===== src/design/gmb_pkg.sv =====
// Shared types and constants for the glyph point blend, scale and bounding box block.
// Holds the sequencer state encoding, register indexes and bounding box reset values.
// No dependencies.
package gmb_pkg;

    typedef enum logic [5:0] {
        ST_IDLE = 6'b000001,
        ST_BX   = 6'b000010,
        ST_BY   = 6'b000100,
        ST_SX   = 6'b001000,
        ST_SY   = 6'b010000,
        ST_FIN  = 6'b100000
    } state_t;

    typedef logic [2:0] reg_idx_t;

    localparam reg_idx_t REG_BLEND_WEIGHT  = 3'd0;
    localparam reg_idx_t REG_TARGET_HEIGHT = 3'd1;
    localparam reg_idx_t REG_MIRROR_Y      = 3'd2;
    localparam reg_idx_t REG_ORIGIN_X      = 3'd3;
    localparam reg_idx_t REG_ORIGIN_Y      = 3'd4;

    localparam logic signed [15:0] BOX_MIN_INIT = 16'sh7FFF;
    localparam logic signed [15:0] BOX_MAX_INIT = 16'sh8000;

    localparam logic [8:0]  WEIGHT_INIT = 9'd0;
    localparam logic [9:0]  HEIGHT_INIT = 10'd44;

    typedef struct packed {
        logic go;
        logic busy;
    } div_ctl_t;

endpackage


===== src/design/gmb_div.sv =====
// Scale factor unit: divides a NUM_W-bit numerator by constant DEN; registers numerator, then quotient.
// The quotient comes from a multiplication by a precomputed reciprocal; uses gmb_pkg for its control struct.
module gmb_div
    import gmb_pkg::*;
#(
    parameter int NUM_W = 18,
    parameter int DEN   = 44
) (
    input  logic             clk,
    input  logic             rst_n,
    input  logic             go,
    input  logic [NUM_W-1:0] num,
    output div_ctl_t         ctl,
    output logic [NUM_W-1:0] quot
);

    localparam int RCP_W  = NUM_W + 1;
    localparam int PROD_W = NUM_W + RCP_W;
    localparam int SHIFT  = NUM_W + $clog2(DEN);
    localparam logic [RCP_W-1:0] RECIP =
        RCP_W'(((longint'(1) << SHIFT) + longint'(DEN) - 1) / longint'(DEN));

    logic              busy_reg;
    logic [NUM_W-1:0]  num_reg;
    logic [NUM_W-1:0]  quot_reg;
    logic [PROD_W-1:0] prod_full;

    assign prod_full = PROD_W'(num_reg) * PROD_W'(RECIP);

    always_ff @(posedge clk or negedge rst_n)
    begin
        if (!rst_n)
        begin
            busy_reg <= 1'b0;
        end
        else
        begin
            busy_reg <= go;
        end
    end

    always_ff @(posedge clk)
    begin
        if (go)
        begin
            num_reg <= num;
        end
        if (busy_reg)
        begin
            quot_reg <= NUM_W'(prod_full >> SHIFT);
        end
    end

    assign ctl.go   = go;
    assign ctl.busy = busy_reg;
    assign quot     = quot_reg;

endmodule


===== src/design/gmb_mul.sv =====
// Shared signed multiplier with a registered product and a load enable.
// Used for both the weight blend and the scale step; no package dependencies.
module gmb_mul #(
    parameter int A_W = 19,
    parameter int B_W = 19
) (
    input  logic                     clk,
    input  logic                     en,
    input  logic signed [A_W-1:0]    a,
    input  logic signed [B_W-1:0]    b,
    output logic signed [A_W+B_W-1:0] p
);

    logic signed [A_W+B_W-1:0] p_reg;

    always_ff @(posedge clk)
    begin
        if (en)
        begin
            p_reg <= a * b;
        end
    end

    assign p = p_reg;

endmodule


===== src/design/glyph_point_blend_scale_bbox.sv =====
// A beat steps the sequencer through BX, BY, SX, SY and FIN; no new beat is taken until it is back in IDLE.
// Both coordinates share one multiplier: two blend products, then two scale products.
// A finished point may wait in the output register while the next point is worked on.
// After reset and after each target_height write the scale is rebuilt by a reciprocal
// multiplication, which holds the input stalled while it runs.
// Reset is asynchronous and active low; it loads register defaults and clears the box.
module glyph_point_blend_scale_bbox
    import gmb_pkg::*;
#(
    parameter int FRAC_BITS  = 8,
    parameter int BOX_HEIGHT = 44
) (
    input  logic               clk,
    input  logic               rst_n,
    input  logic               psel,
    input  logic               penable,
    input  logic               pwrite,
    input  logic [4:0]         paddr,
    input  logic [31:0]        pwdata,
    output logic [31:0]        prdata,
    output logic               pready,
    input  logic               in_valid,
    output logic               in_stall,
    input  logic [7:0]         light_x,
    input  logic [7:0]         light_y,
    input  logic [7:0]         heavy_x,
    input  logic [7:0]         heavy_y,
    input  logic               glyph_end,
    output logic               out_valid,
    input  logic               out_stall,
    output logic signed [15:0] pix_x,
    output logic signed [15:0] pix_y,
    output logic signed [15:0] box_min_x,
    output logic signed [15:0] box_min_y,
    output logic signed [15:0] box_max_x,
    output logic signed [15:0] box_max_y,
    output logic               box_final
);

    localparam int SCALE_W = 10 + FRAC_BITS;
    localparam int D_W     = ((FRAC_BITS + 9 > 17) ? FRAC_BITS + 9 : 17) + 2;
    localparam int B_W     = SCALE_W + 1;
    localparam int P_W     = D_W + B_W;
    localparam int SH      = 2 * FRAC_BITS;
    localparam logic [P_W-1:0] RND = P_W'(1) << (SH - 1);

    // Configuration registers.
    logic [8:0] blend_weight_reg;
    logic [9:0] target_height_reg;
    logic       mirror_y_reg;
    logic [7:0] origin_x_reg;
    logic [7:0] origin_y_reg;
    logic       cfg_wr;
    reg_idx_t   cfg_idx;

    assign pready  = 1'b1;
    assign cfg_wr  = psel && penable && pwrite;
    assign cfg_idx = paddr[4:2];

    always_ff @(posedge clk or negedge rst_n)
    begin
        if (!rst_n)
        begin
            blend_weight_reg  <= WEIGHT_INIT;
            target_height_reg <= HEIGHT_INIT;
            mirror_y_reg      <= 1'b0;
            origin_x_reg      <= '0;
            origin_y_reg      <= '0;
        end
        else if (cfg_wr)
        begin
            unique case (cfg_idx)
                REG_BLEND_WEIGHT:  blend_weight_reg  <= pwdata[8:0];
                REG_TARGET_HEIGHT: target_height_reg <= pwdata[9:0];
                REG_MIRROR_Y:      mirror_y_reg      <= pwdata[0];
                REG_ORIGIN_X:      origin_x_reg      <= pwdata[7:0];
                REG_ORIGIN_Y:      origin_y_reg      <= pwdata[7:0];
                default:           ;
            endcase
        end
    end

    always_comb
    begin
        unique case (cfg_idx)
            REG_BLEND_WEIGHT:  prdata = {23'd0, blend_weight_reg};
            REG_TARGET_HEIGHT: prdata = {22'd0, target_height_reg};
            REG_MIRROR_Y:      prdata = {31'd0, mirror_y_reg};
            REG_ORIGIN_X:      prdata = {24'd0, origin_x_reg};
            REG_ORIGIN_Y:      prdata = {24'd0, origin_y_reg};
            default:           prdata = '0;
        endcase
    end

    // Scale factor: (target_height << FRAC_BITS) / BOX_HEIGHT.
    logic               div_go_reg;
    div_ctl_t           div_ctl;
    logic [SCALE_W-1:0] scale;

    always_ff @(posedge clk or negedge rst_n)
    begin
        if (!rst_n)
        begin
            div_go_reg <= 1'b1;
        end
        else
        begin
            div_go_reg <= cfg_wr && (cfg_idx == REG_TARGET_HEIGHT);
        end
    end

    gmb_div #(
        .NUM_W (SCALE_W),
        .DEN   (BOX_HEIGHT)
    ) u_div (
        .clk   (clk),
        .rst_n (rst_n),
        .go    (div_go_reg),
        .num   ({target_height_reg, FRAC_BITS'(0)}),
        .ctl   (div_ctl),
        .quot  (scale)
    );

    // Sequencer and datapath.
    state_t state_reg, state_next;
    logic [7:0] lx_reg, ly_reg, hx_reg, hy_reg;
    logic       last_reg;
    logic signed [D_W-1:0] dx_reg, dx_next;
    logic signed [D_W-1:0] dy_reg, dy_next;
    logic signed [15:0]    px_reg, px_next;

    logic                  in_acc;
    logic                  out_load;
    logic                  mul_en;
    logic signed [D_W-1:0] mul_a;
    logic signed [B_W-1:0] mul_b;
    logic signed [P_W-1:0] prod;
    logic [P_W-1:0]        prod_rnd;
    logic signed [15:0]    py_raw;
    logic signed [15:0]    py_fin;
    logic signed [8:0]     diff_x, diff_y;
    logic signed [D_W-1:0] blend_cur;
    logic [7:0]            blend_lo;
    logic [7:0]            blend_org;

    assign in_stall = (state_reg != ST_IDLE) || div_go_reg || div_ctl.busy;
    assign in_acc   = in_valid && !in_stall;
    assign out_load = (state_reg == ST_FIN) && (!out_valid || !out_stall);

    assign diff_x = $signed({1'b0, hx_reg}) - $signed({1'b0, lx_reg});
    assign diff_y = $signed({1'b0, hy_reg}) - $signed({1'b0, ly_reg});

    assign blend_lo  = (state_reg == ST_BY) ? lx_reg : ly_reg;
    assign blend_org = (state_reg == ST_BY) ? origin_x_reg : origin_y_reg;
    assign blend_cur = $signed(D_W'({blend_lo, FRAC_BITS'(0)}))
                     + $signed(prod[D_W-1:0])
                     - $signed(D_W'({blend_org, FRAC_BITS'(0)}));

    assign prod_rnd = prod + RND;
    assign py_raw   = $signed(prod_rnd[SH+15:SH]);
    assign py_fin   = mirror_y_reg ? ($signed({6'd0, target_height_reg}) - py_raw) : py_raw;

    always_comb
    begin
        mul_en = 1'b1;
        unique case (state_reg)
            ST_BX:
            begin
                mul_a = D_W'(diff_x);
                mul_b = $signed(B_W'(blend_weight_reg));
            end
            ST_BY:
            begin
                mul_a = D_W'(diff_y);
                mul_b = $signed(B_W'(blend_weight_reg));
            end
            ST_SX:
            begin
                mul_a = dx_reg;
                mul_b = $signed(B_W'(scale));
            end
            ST_SY:
            begin
                mul_a = dy_reg;
                mul_b = $signed(B_W'(scale));
            end
            default:
            begin
                mul_en = 1'b0;
                mul_a  = dy_reg;
                mul_b  = $signed(B_W'(scale));
            end
        endcase
    end

    gmb_mul #(
        .A_W (D_W),
        .B_W (B_W)
    ) u_mul (
        .clk (clk),
        .en  (mul_en),
        .a   (mul_a),
        .b   (mul_b),
        .p   (prod)
    );

    always_comb
    begin
        state_next = state_reg;
        dx_next    = dx_reg;
        dy_next    = dy_reg;
        px_next    = px_reg;
        unique case (state_reg)
            ST_IDLE: if (in_acc) state_next = ST_BX;
            ST_BX:   state_next = ST_BY;
            ST_BY:
            begin
                dx_next    = blend_cur;
                state_next = ST_SX;
            end
            ST_SX:
            begin
                dy_next    = blend_cur;
                state_next = ST_SY;
            end
            ST_SY:
            begin
                px_next    = $signed(prod_rnd[SH+15:SH]);
                state_next = ST_FIN;
            end
            ST_FIN:  if (out_load) state_next = ST_IDLE;
            default: state_next = ST_IDLE;
        endcase
    end

    always_ff @(posedge clk or negedge rst_n)
    begin
        if (!rst_n)
        begin
            state_reg <= ST_IDLE;
        end
        else
        begin
            state_reg <= state_next;
        end
    end

    always_ff @(posedge clk)
    begin
        dx_reg <= dx_next;
        dy_reg <= dy_next;
        px_reg <= px_next;
        if (in_acc)
        begin
            lx_reg   <= light_x;
            ly_reg   <= light_y;
            hx_reg   <= heavy_x;
            hy_reg   <= heavy_y;
            last_reg <= glyph_end;
        end
    end

    // Running bounding box and output register.
    logic signed [15:0] run_min_x_reg, run_min_y_reg, run_max_x_reg, run_max_y_reg;
    logic signed [15:0] min_x_new, min_y_new, max_x_new, max_y_new;
    logic               out_valid_reg;
    logic signed [15:0] pix_x_reg, pix_y_reg;
    logic signed [15:0] box_min_x_reg, box_min_y_reg, box_max_x_reg, box_max_y_reg;
    logic               box_final_reg;

    assign min_x_new = (px_reg < run_min_x_reg) ? px_reg : run_min_x_reg;
    assign max_x_new = (px_reg > run_max_x_reg) ? px_reg : run_max_x_reg;
    assign min_y_new = (py_fin < run_min_y_reg) ? py_fin : run_min_y_reg;
    assign max_y_new = (py_fin > run_max_y_reg) ? py_fin : run_max_y_reg;

    always_ff @(posedge clk or negedge rst_n)
    begin
        if (!rst_n)
        begin
            run_min_x_reg <= BOX_MIN_INIT;
            run_min_y_reg <= BOX_MIN_INIT;
            run_max_x_reg <= BOX_MAX_INIT;
            run_max_y_reg <= BOX_MAX_INIT;
            out_valid_reg <= 1'b0;
        end
        else
        begin
            if (out_load)
            begin
                out_valid_reg <= 1'b1;
                if (last_reg)
                begin
                    run_min_x_reg <= BOX_MIN_INIT;
                    run_min_y_reg <= BOX_MIN_INIT;
                    run_max_x_reg <= BOX_MAX_INIT;
                    run_max_y_reg <= BOX_MAX_INIT;
                end
                else
                begin
                    run_min_x_reg <= min_x_new;
                    run_min_y_reg <= min_y_new;
                    run_max_x_reg <= max_x_new;
                    run_max_y_reg <= max_y_new;
                end
            end
            else if (!out_stall)
            begin
                out_valid_reg <= 1'b0;
            end
        end
    end

    always_ff @(posedge clk)
    begin
        if (out_load)
        begin
            pix_x_reg     <= px_reg;
            pix_y_reg     <= py_fin;
            box_min_x_reg <= min_x_new;
            box_min_y_reg <= min_y_new;
            box_max_x_reg <= max_x_new;
            box_max_y_reg <= max_y_new;
            box_final_reg <= last_reg;
        end
    end

    assign out_valid = out_valid_reg;
    assign pix_x     = pix_x_reg;
    assign pix_y     = pix_y_reg;
    assign box_min_x = box_min_x_reg;
    assign box_min_y = box_min_y_reg;
    assign box_max_x = box_max_x_reg;
    assign box_max_y = box_max_y_reg;
    assign box_final = box_final_reg;

    // Checks on the sequencer, the running box and the input stall during a scale rebuild.
    assert property (@(posedge clk) disable iff (!rst_n) $onehot(state_reg))
        else $error("sequencer state is not one-hot");

    assert property (@(posedge clk) disable iff (!rst_n)
        in_acc |=> (state_reg == ST_BX))
        else $error("accepted beat did not start the sequence");

    assert property (@(posedge clk) disable iff (!rst_n)
        (state_reg == ST_FIN && out_valid && out_stall) |=> (state_reg == ST_FIN))
        else $error("result left the sequencer while the output was blocked");

    assert property (@(posedge clk) disable iff (!rst_n)
        out_valid |-> (box_min_x <= box_max_x && box_min_y <= box_max_y))
        else $error("bounding box is inverted");

    assert property (@(posedge clk) disable iff (!rst_n)
        div_ctl.busy |-> in_stall)
        else $error("input taken while the scale is being rebuilt");

endmodule

===== config.mk =====
export PLATFORM = sky130hd
export DESIGN_NAME = glyph_point_blend_scale_bbox
export DESIGN_NICKNAME = d
export VERILOG_FILES = /design/src/design/gmb_pkg.sv /design/src/design/gmb_div.sv /design/src/design/gmb_mul.sv /design/src/design/glyph_point_blend_scale_bbox.sv
export SDC_FILE = /design/constraint.sdc
export NUM_CORES = 1
export LEC_CHECK = 0
export ABC_AREA = 1
export BUFFER_PORTS_ARGS = -buffer_cell sky130_fd_sc_hd__clkbuf_2
export CAP_MARGIN = 20
export CORE_MARGIN = 2
export CORE_UTILIZATION = 35
export DETAILED_ROUTE_END_ITERATION = 8
export PLACE_DENSITY = 0.47
export SLEW_MARGIN = 5
export SYNTH_ARGS = -nofsm -noshare
export SYNTH_HDL_FRONTEND = slang
export SYNTH_HIERARCHICAL = 1
export SYNTH_SLANG_ARGS = --single-unit

===== constraint.sdc =====
create_clock -name clk -period 11.7 [get_ports clk]
set_clock_uncertainty 0.2 [all_clocks]
set_input_delay 1.755 -clock clk [delete_from_list [all_inputs] [get_ports clk]]
set_output_delay 1.755 -clock clk [all_outputs]
set_load 0.01 [all_outputs]

==> Implementation_results.wiki, run 1 <==
{| class="wikitable"
! Metric !! Value
|-
| Clock tree from TritonCTS || yes
|-
| Setup repair after global routing missed its margin || no
|-
| Met1 GRT Util || 0.265
|-
| Number of placement rows || between 100 and 150
|-
| CTS sink count || between 300 and 400
|-
| Final setup fails || 0
|-
| Starting DRC count in detailed routing || around 1500
|-
| Fraction of met2 tracks used by global routing || 0.319
|-
| Total number of vias || 27300
|-
| Avg Cell Area, Syn || about 8.5 sq um
|-
| Kind of path behind the tightest hold check || reg -> reg
|-
| Transition time at the pin with the least slew margin || ~1.7 ns
|-
| Final Critical Period || roughly 9.3 ns
|-
| Total CTS buffers || 40
|-
| Slowest CP cell || sky130_fd_sc_hd__fa_1
|-
| Router iterations before antenna repair || 5
|-
| Total Negative Setup Slacks || 0 ns
|-
| Floorplan Core Area || 106000 sq um
|-
| Crit Path Category || reg -> reg
|-
| Total grt overflow || 0
|-
| Required time of the critical path || roughly 12 ns
|-
| Vias in the first global route || roughly 28000
|-
| Worst slew margin || -0.131
|-
| Overall Global Routing Usage || 0.187
|-
| Clock insertion delay at the later pin of the skew report || ~0.57 ns
|-
| Total die area || ~110000 sq um
|-
| Met3 demand-to-capacity share in global routing || 0.0126
|-
| Fmax || ~110 MHz
|-
| Sum of buffers and inverters on the critical path || 9
|-
| Status || finished, violations left
|-
| Number of flip-flops in the largest register || 32
|-
| Clock-pin slew reported for the worst setup and hold paths after clock tree synthesis || about 0.06 ns
|-
| Data arrival time of the worst path || 9.41 ns
|-
| Max Root-Sink Buffers || 3
|-
| Post-CTS setup repair buffer count || 0
|-
| Wirelength, routed || around 100 mm
|-
| Hold buffer count at CTS || 0
|-
| GPL Wtd Cong || about 0.88
|-
| Post-route clock period utilization || 0.795
|-
| Number of routed nets with antenna violations || 0
|-
| Failing checks || max-slew violations
|-
| Hold Fails Final Rpt || 0
|-
| Kind of cell adding the most delay to the critical path || adder cells
|-
| Initial standard-cell utilization of the core || 0.354
|-
| Startpoint Class || flop
|-
| Detail Placement HPWL || between 80 and 90 mm
|-
| Wire length of the first global-routing pass || about 160 mm
|-
| H-tree levels || 2
|-
| Die width || 331 um
|-
| Critical-path maximum fanout || 11
|-
| Net count of the finished layout || roughly 5400
|-
| Delay of the slowest critical-path stage || 0.70 ns
|-
| Maxcap violations || 0
|-
| CTS-repair resized insts || 0
|-
| IO buf count || between 150 and 200
|-
| Maximum number of pins on one net before global-route repair || 66
|-
| Total I/O pin count || about 210
|-
| Wire length per cell || 16.8 um
|-
| Root buf cell || sky130_fd_sc_hd__clkbuf_16
|-
| Leading cell type in the layout, fill and taps excluded || sky130_fd_sc_hd__nand2_1
|-
| Ant. Diodes || 0
|-
| Area grow syn2layout || 9.99%
|-
| Number of antenna violations at the first check in global routing || 1
|-
| # DRC || 0
|-
| Via count normalized by instance count || between 4 and 5
|-
| Number of warnings printed during yosys synthesis || 6
|-
| Most congested layer reported by global routing || met2
|-
| Commonest cells after routing, fill and taps aside || sky130_fd_sc_hd__nand2_1 (1146), sky130_fd_sc_hd__inv_1 (1138), sky130_fd_sc_hd__fa_1 (445), sky130_fd_sc_hd__ha_1 (348), sky130_fd_sc_hd__edfxtp_1 (247)
|-
| Layout cells sized above 1 || 0.0852
|-
| Worst setup EP type || flop
|-
| Pins over their slew limit || 39
|-
| Post-synthesis instance area || roughly 37000 sq um
|-
| Gate count of the mapped netlist || 4411
|-
| Height of the chip || ~330 um
|-
| Placed Cells incl. Taps || approximately 5900
|-
| Final Non-Filler Cells || between 5000 and 6000
|}
## layout make-up
class	count	area (sq um)
Fill cell	10800	64500
Clock buffer	51	1060
Clock inverter	22	272
Multi-Input combinational cell	2795	22400
Inverter	1151	4320
Tap cell	1391	1740
Timing Repair Buffer	202	1120
Sequential cell	356	10200
## worst paths after layout
path                       startpoint           endpoint  slack (ns)  depth (start not counted)
min in group asynchronous       rst_n   run_max_x_reg[1]        1.08                          1
setup / recovery            hy_reg[0]        u_mul/p[31]        2.40                         37
max in group asynchronous       rst_n  run_max_y_reg[12]        8.96                          2
hold reg to reg            u_mul/p[0]          dx_reg[0]        0.25                          0
hold / removal             u_mul/p[0]          dx_reg[0]        0.25                          0
setup reg to reg            hy_reg[0]        u_mul/p[31]        2.40                         37
## per-layer routing
| layer | vias to the layer above | wire length (um) |
|---|---|---|
| li1 | 13500 | - |
| met1 | 13300 | 48600 |
| met2 | 439 | 47500 |
| met3 | 75 | 2940 |
| met4 | 2 | 1350 |
| met5 | - | 11 |
## through the flow
stage,instance area [sq um],utilization,hold slack (ns),worst slack (ns)
2_1_floorplan,37500,-,0.221,3.74
3_3_place_gp,39700,0.377,0.225,2.38
3_5_place_dp,39700,0.377,0.235,2.38
4_1_cts,41100,0.389,0.249,2.36
5_1_grt,41100,0.389,0.267,1.77
6_report,41100,0.389,0.246,2.40
Power of run 1 is not shown: default switching activity piles up to over one toggle a cycle in this logic, so the estimate is an artifact.
==> run 2, diff against run 1 <==
clock period = 9.5 ns   (was 11.7 ns; I/O delays follow)
==> Implementation_results.wiki, run 2 (synthesis results as in run 1) <==
{| class="wikitable"
! Metric !! Value
|-
| Detail Placement HPWL || around 82 mm
|-
| Total grt overflow || 0
|-
| Layout cells sized above 1 || 0.0885
|-
| Commonest cells after routing, fill and taps aside || sky130_fd_sc_hd__nand2_1 (1146), sky130_fd_sc_hd__inv_1 (1138), sky130_fd_sc_hd__fa_1 (445), sky130_fd_sc_hd__ha_1 (348), sky130_fd_sc_hd__edfxtp_1 (247)
|-
| Setup repair after global routing missed its margin || no
|-
| Hold buffer count at CTS || 0
|-
| Pins over their slew limit || 57
|-
| GPL Wtd Cong || 0.860
|-
| Number of flip-flops in the largest register || 32
|-
| Initial standard-cell utilization of the core || 0.354
|-
| Total die area || 109000 sq um
|-
| Root buf cell || sky130_fd_sc_hd__clkbuf_16
|-
| Total I/O pin count || between 200 and 250
|-
| Die width || approximately 330 um
|-
| Kind of path behind the tightest hold check || reg -> reg
|-
| Hold Fails Final Rpt || 0
|-
| Final Critical Period || 8.74 ns
|-
| Delay of the slowest critical-path stage || 0.58 ns
|-
| Number of antenna violations at the first check in global routing || 2
|-
| Worst slew margin || -0.0652
|-
| Net count of the finished layout || 5430
|-
| Number of placement rows || approximately 120
|-
| Area grow syn2layout || 10.1%
|-
| Startpoint of the most critical register-to-register path || hy_reg[0]
|-
| Wire length per cell || approximately 17 um
|-
| # DRC || 0
|-
| Fmax || ~110 MHz
|-
| Clock tree from TritonCTS || yes
|-
| IO buf count || about 160
|-
| Hold depth || 0
|-
| Final setup fails || 0
|-
| Floorplan Core Area || roughly 110000 sq um
|-
| Start point of the worst hold path || u_mul/p[0]
|-
| Post-route clock period utilization || 0.920
|-
| Wire length of the first global-routing pass || roughly 160 mm
|-
| Logic depth of the worst register-to-register path || 36
|-
| Leading cell type in the layout, fill and taps excluded || sky130_fd_sc_hd__nand2_1
|-
| Critical path origin || hy_reg[0]
|-
| Vias in the first global route || roughly 28000
|-
| Wirelength, routed || a little over 100 mm
|-
| Total CTS buffers || 41
|-
| Critical-path maximum fanout || 10
|-
| Required time of the critical path || ~9.7 ns
|-
| Data arrival time of the worst path || 8.89 ns
|-
| Max Root-Sink Buffers || 3
|-
| Capture endpoint of the worst hold path || dx_reg[0]
|-
| Worst setup EP type || flop
|-
| CTS-repair resized insts || 0
|-
| CTS sink count || around 360
|-
| Overall Global Routing Usage || 0.188
|-
| Total Negative Setup Slacks || 0 ns
|-
| Setup slack, reg-to-reg || 0.76 ns
|-
| Clock-pin slew reported for the worst setup and hold paths after clock tree synthesis || around 0.060 ns
|-
| Number of routed nets with antenna violations || 0
|-
| Post-CTS setup repair buffer count || 0
|-
| Height of the chip || roughly 330 um
|-
| Clock insertion delay at the later pin of the skew report || 0.57 ns
|-
| Router iterations before antenna repair || 7
|-
| Via count normalized by instance count || around 4.6
|-
| Critical register-to-register path endpoint || u_mul/p[19]
|-
| Failing checks || max-slew violations
|-
| Starting DRC count in detailed routing || between 1500 and 2000
|-
| Maxcap violations || 0
|-
| Total number of vias || 27300
|-
| Slowest CP cell || sky130_fd_sc_hd__fa_1
|-
| Status || finished, violations left
|-
| Startpoint Class || flop
|-
| H-tree levels || 2
|-
| Transition time at the pin with the least slew margin || between 1.5 and 2 ns
|-
| Crit Path Category || reg -> reg
|-
| Maximum number of pins on one net before global-route repair || 67
|}
[run 2: cell types whose count changed in the layout (fill, tap and decap cells not counted)]
cell / before / now
sky130_fd_sc_hd__clkinv_2: 4 / 10
sky130_fd_sc_hd__a31oi_2: 0 / 1
sky130_fd_sc_hd__diode_2: 0 / 1
sky130_fd_sc_hd__o2111ai_2: 0 / 1
sky130_fd_sc_hd__clkinv_1: 12 / 10
sky130_fd_sc_hd__bufinv_16: 6 / 2
sky130_fd_sc_hd__o2111ai_4: 1 / 0
sky130_fd_sc_hd__inv_6: 1 / 0
sky130_fd_sc_hd__buf_4: 41 / 53
sky130_fd_sc_hd__clkbuf_1: 9 / 8
sky130_fd_sc_hd__buf_8: 1 / 2
sky130_fd_sc_hd__a31oi_4: 1 / 0
sky130_fd_sc_hd__clkbuf_16: 40 / 42
[run 2: metrics by stage]
stage / util / setup WS (ns) / instance area [sq um] / hold WS [ns] / std cells
3_3_place_gp: 0.377 / 0.846 / 39800 / 0.230 / 5906
3_5_place_dp: 0.377 / 0.794 / 39800 / 0.237 / 5906
2_1_floorplan: - / 1.54 / 37500 / 0.221 / 4446
4_1_cts: 0.389 / 0.732 / 41100 / 0.250 / 5979
6_report: 0.390 / 0.762 / 41100 / 0.250 / 5982
5_1_grt: 0.390 / 0.242 / 41100 / 0.265 / 5981
[run 2: final cells by class]
cell class,count,area [sq um]
Antenna cell,1,2.50
Sequential cell,356,10200
Fill cell,10900,64400
Timing Repair Buffer,215,1230
Inverter,1151,4320
Tap cell,1391,1740
Multi-Input combinational cell,2795,22400
Clock buffer,52,1110
Clock inverter,21,165
[run 2: worst max-delay path by stage]
stage	endpoint	slack (ns)	cells after the start
floorplan	u_mul/p[31]	1.54	40
global placement	u_mul/p[31]	0.85	36
detailed placement	u_mul/p[19]	0.79	36
CTS	u_mul/p[19]	0.73	36
global route	u_mul/p[19]	0.24	36
finish	u_mul/p[19]	0.76	36
[run 2: metal layers]
| layer | wire length, um | up-vias | track usage |
|---|---|---|---|
| li1 | - | 13600 | - |
| met1 | 48900 | 13100 | 0.272 |
| met2 | 46500 | 474 | 0.308 |
| met3 | 4090 | 74 | 0.0201 |
| met4 | 1350 | 4 | 0.0322 |
| met5 | 24 | - | 0 |
[run 2: worst max-delay path, delay by kind of cell, from the launching register on]
family	cells	cell delay, ns
xor+xnor	1	0.31
buf+inv	9	0.70
compound gates	3	0.51
simple gates	13	1.91
fa+ha+maj	10	4.49
flops	1	0.36
Power of run 2 is left out for the same reason.
==> run 3, diff against run 2 <==
CORE_ASPECT_RATIO = 1.5   (was not set)
==> Implementation_results.wiki, run 3 (synthesis results as in run 1) <==
{| class="wikitable"
! Metric !! Value
|-
| Total I/O pin count || approximately 210
|-
| Final Non-Filler Cells || ~6000
|-
| Failing checks || max-slew violations
|-
| Wire length per cell || between 15 and 20 um
|-
| Commonest cells after routing, fill and taps aside || sky130_fd_sc_hd__nand2_1 (1146), sky130_fd_sc_hd__inv_1 (1138), sky130_fd_sc_hd__fa_1 (445), sky130_fd_sc_hd__ha_1 (348), sky130_fd_sc_hd__edfxtp_1 (247)
|-
| Required time of the critical path || 9.61 ns
|-
| Critical-path maximum fanout || 5
|-
| Delay of the slowest critical-path stage || slightly above 0.7 ns
|-
| IO buf count || 161
|-
| Total Negative Setup Slacks || 0 ns
|-
| Area grow syn2layout || 10.0%
|-
| Overall Global Routing Usage || 0.197
|-
| # DRC || 0
|-
| Data arrival time of the worst path || 8.97 ns
|-
| Layout cells sized above 1 || 0.0884
|-
| Number of routed nets with antenna violations || 0
|-
| Hold Fails Final Rpt || 0
|-
| Met3 demand-to-capacity share in global routing || 0.0216
|-
| Final setup fails || 0
|-
| Maxcap violations || 0
|-
| Total CTS buffers || 36
|-
| Area of the multi-input gates || 22400 sq um
|-
| Post-CTS setup repair buffer count || 0
|-
| Fmax || roughly 110 MHz
|-
| Total number of vias || about 28000
|-
| Clock tree from TritonCTS || yes
|-
| Kind of path behind the tightest hold check || reg -> reg
|-
| Net count of the finished layout || roughly 5400
|-
| Number of placement rows || 146
|-
| GPL Wtd Cong || slightly below 0.9
|-
| Detail Placement HPWL || between 80 and 90 mm
|-
| Ant. Diodes || 0
|-
| Status || finished, violations left
|-
| Final Critical Period || just under 9 ns
|-
| Height of the chip || slightly above 400 um
|-
| Clock insertion delay at the later pin of the skew report || roughly 0.56 ns
|-
| Fraction of met2 tracks used by global routing || 0.373
|-
| Floorplan Core Area || approximately 110000 sq um
|-
| Placed Cells incl. Taps || ~6000
|-
| H-tree levels || 2
|-
| CTS-repair resized insts || 0
|-
| Post-route clock period utilization || 0.933
|-
| Root buf cell || sky130_fd_sc_hd__clkbuf_16
|-
| Maximum number of pins on one net before global-route repair || 77
|-
| Wirelength, routed || ~110 mm
|-
| Slowest CP cell || sky130_fd_sc_hd__fa_1
|-
| Total die area || ~110000 sq um
|-
| Worst setup EP type || flop
|-
| Vias in the first global route || 29300
|-
| Met1 GRT Util || 0.227
|-
| Wire length of the first global-routing pass || 165 mm
|-
| Initial standard-cell utilization of the core || 0.353
|-
| Die width || around 270 um
|-
| Clock-pin slew reported for the worst setup and hold paths after clock tree synthesis || 0.07 ns
|-
| Max Root-Sink Buffers || 3
|-
| Hold buffer count at CTS || 0
|-
| Leading cell type in the layout, fill and taps excluded || sky130_fd_sc_hd__nand2_1
|-
| Total grt overflow || 0
|-
| Number of flip-flops in the largest register || 32
|-
| Router iterations before antenna repair || 7
|-
| Number of antenna violations at the first check in global routing || 3
|-
| Crit Path Category || reg -> reg
|-
| Sum of buffers and inverters on the critical path || 8
|-
| Sequential cell area || about 10000 sq um
|-
| Transition time at the pin with the least slew margin || between 1.5 and 2 ns
|-
| CTS sink count || ~360
|-
| Most congested layer reported by global routing || met2
|-
| CP most frequent cell || sky130_fd_sc_hd__nand2_1
|-
| Setup repair after global routing missed its margin || no
|-
| Pins over their slew limit || 39
|-
| Count of filler cells inserted in the layout || 10900
|-
| Starting DRC count in detailed routing || 1493
|-
| Via count normalized by instance count || around 4.6
|-
| Startpoint Class || flop
|-
| Kind of cell adding the most delay to the critical path || adder cells
|-
| Worst slew margin || -0.184
|}
[run 3: path summary, 6_finish.rpt]
check	from	endpoint	slack (ns)	depth (start not counted)
worst min register to register	u_mul/p[0]	dy_reg[0]	0.26	0
worst max register to register	hy_reg[0]	u_mul/p[31]	0.64	36
worst max-delay path	hy_reg[0]	u_mul/p[31]	0.64	36
max in group asynchronous	rst_n	run_max_y_reg[4]	7.02	2
worst min-delay path	u_mul/p[0]	dy_reg[0]	0.26	0
min in group asynchronous	rst_n	run_max_x_reg[3]	0.72	1
[run 3: final cells by class]
| type | count | share of cell area |
|---|---|---|
| clock buffer | 42 | 0.0227 |
| clock inverter | 24 | 0.00657 |
| inverter | 1151 | 0.105 |
| multi-input combinational | 2795 | 0.544 |
| sequential | 356 | 0.248 |
| tap | 1406 | 0.0428 |
| timing repair buffer | 216 | 0.0305 |
[run 3: metrics by stage]
stage | instance area (sq um) | util | hold WS (ns) | setup slack, ns
after floorplan | 37500 | - | 0.221 | 1.54
after global placement | 39900 | 0.377 | 0.232 | 0.635
after detailed placement | 39900 | 0.377 | 0.243 | 0.628
after CTS | 41100 | 0.389 | 0.259 | 0.599
after global routing | 41100 | 0.389 | 0.265 | 0.168
final | 41100 | 0.389 | 0.257 | 0.640
[run 3: worst reg2reg max path: cells and delay by family, from the launching register on]
family	cells	cell delay, ns
fa+ha+maj	10	4.54
flops	1	0.36
buf+inv	8	0.70
simple gates	15	2.31
compound gates	3	0.52
[run 3: routing by layer]
metal | routed length [um] | vias up
met5 | 32 | -
met4 | 3820 | 6
met3 | 3480 | 169
met2 | 56200 | 479
met1 | 41500 | 13400
li1 | - | 13500
Power of run 3 is left out for the same reason.
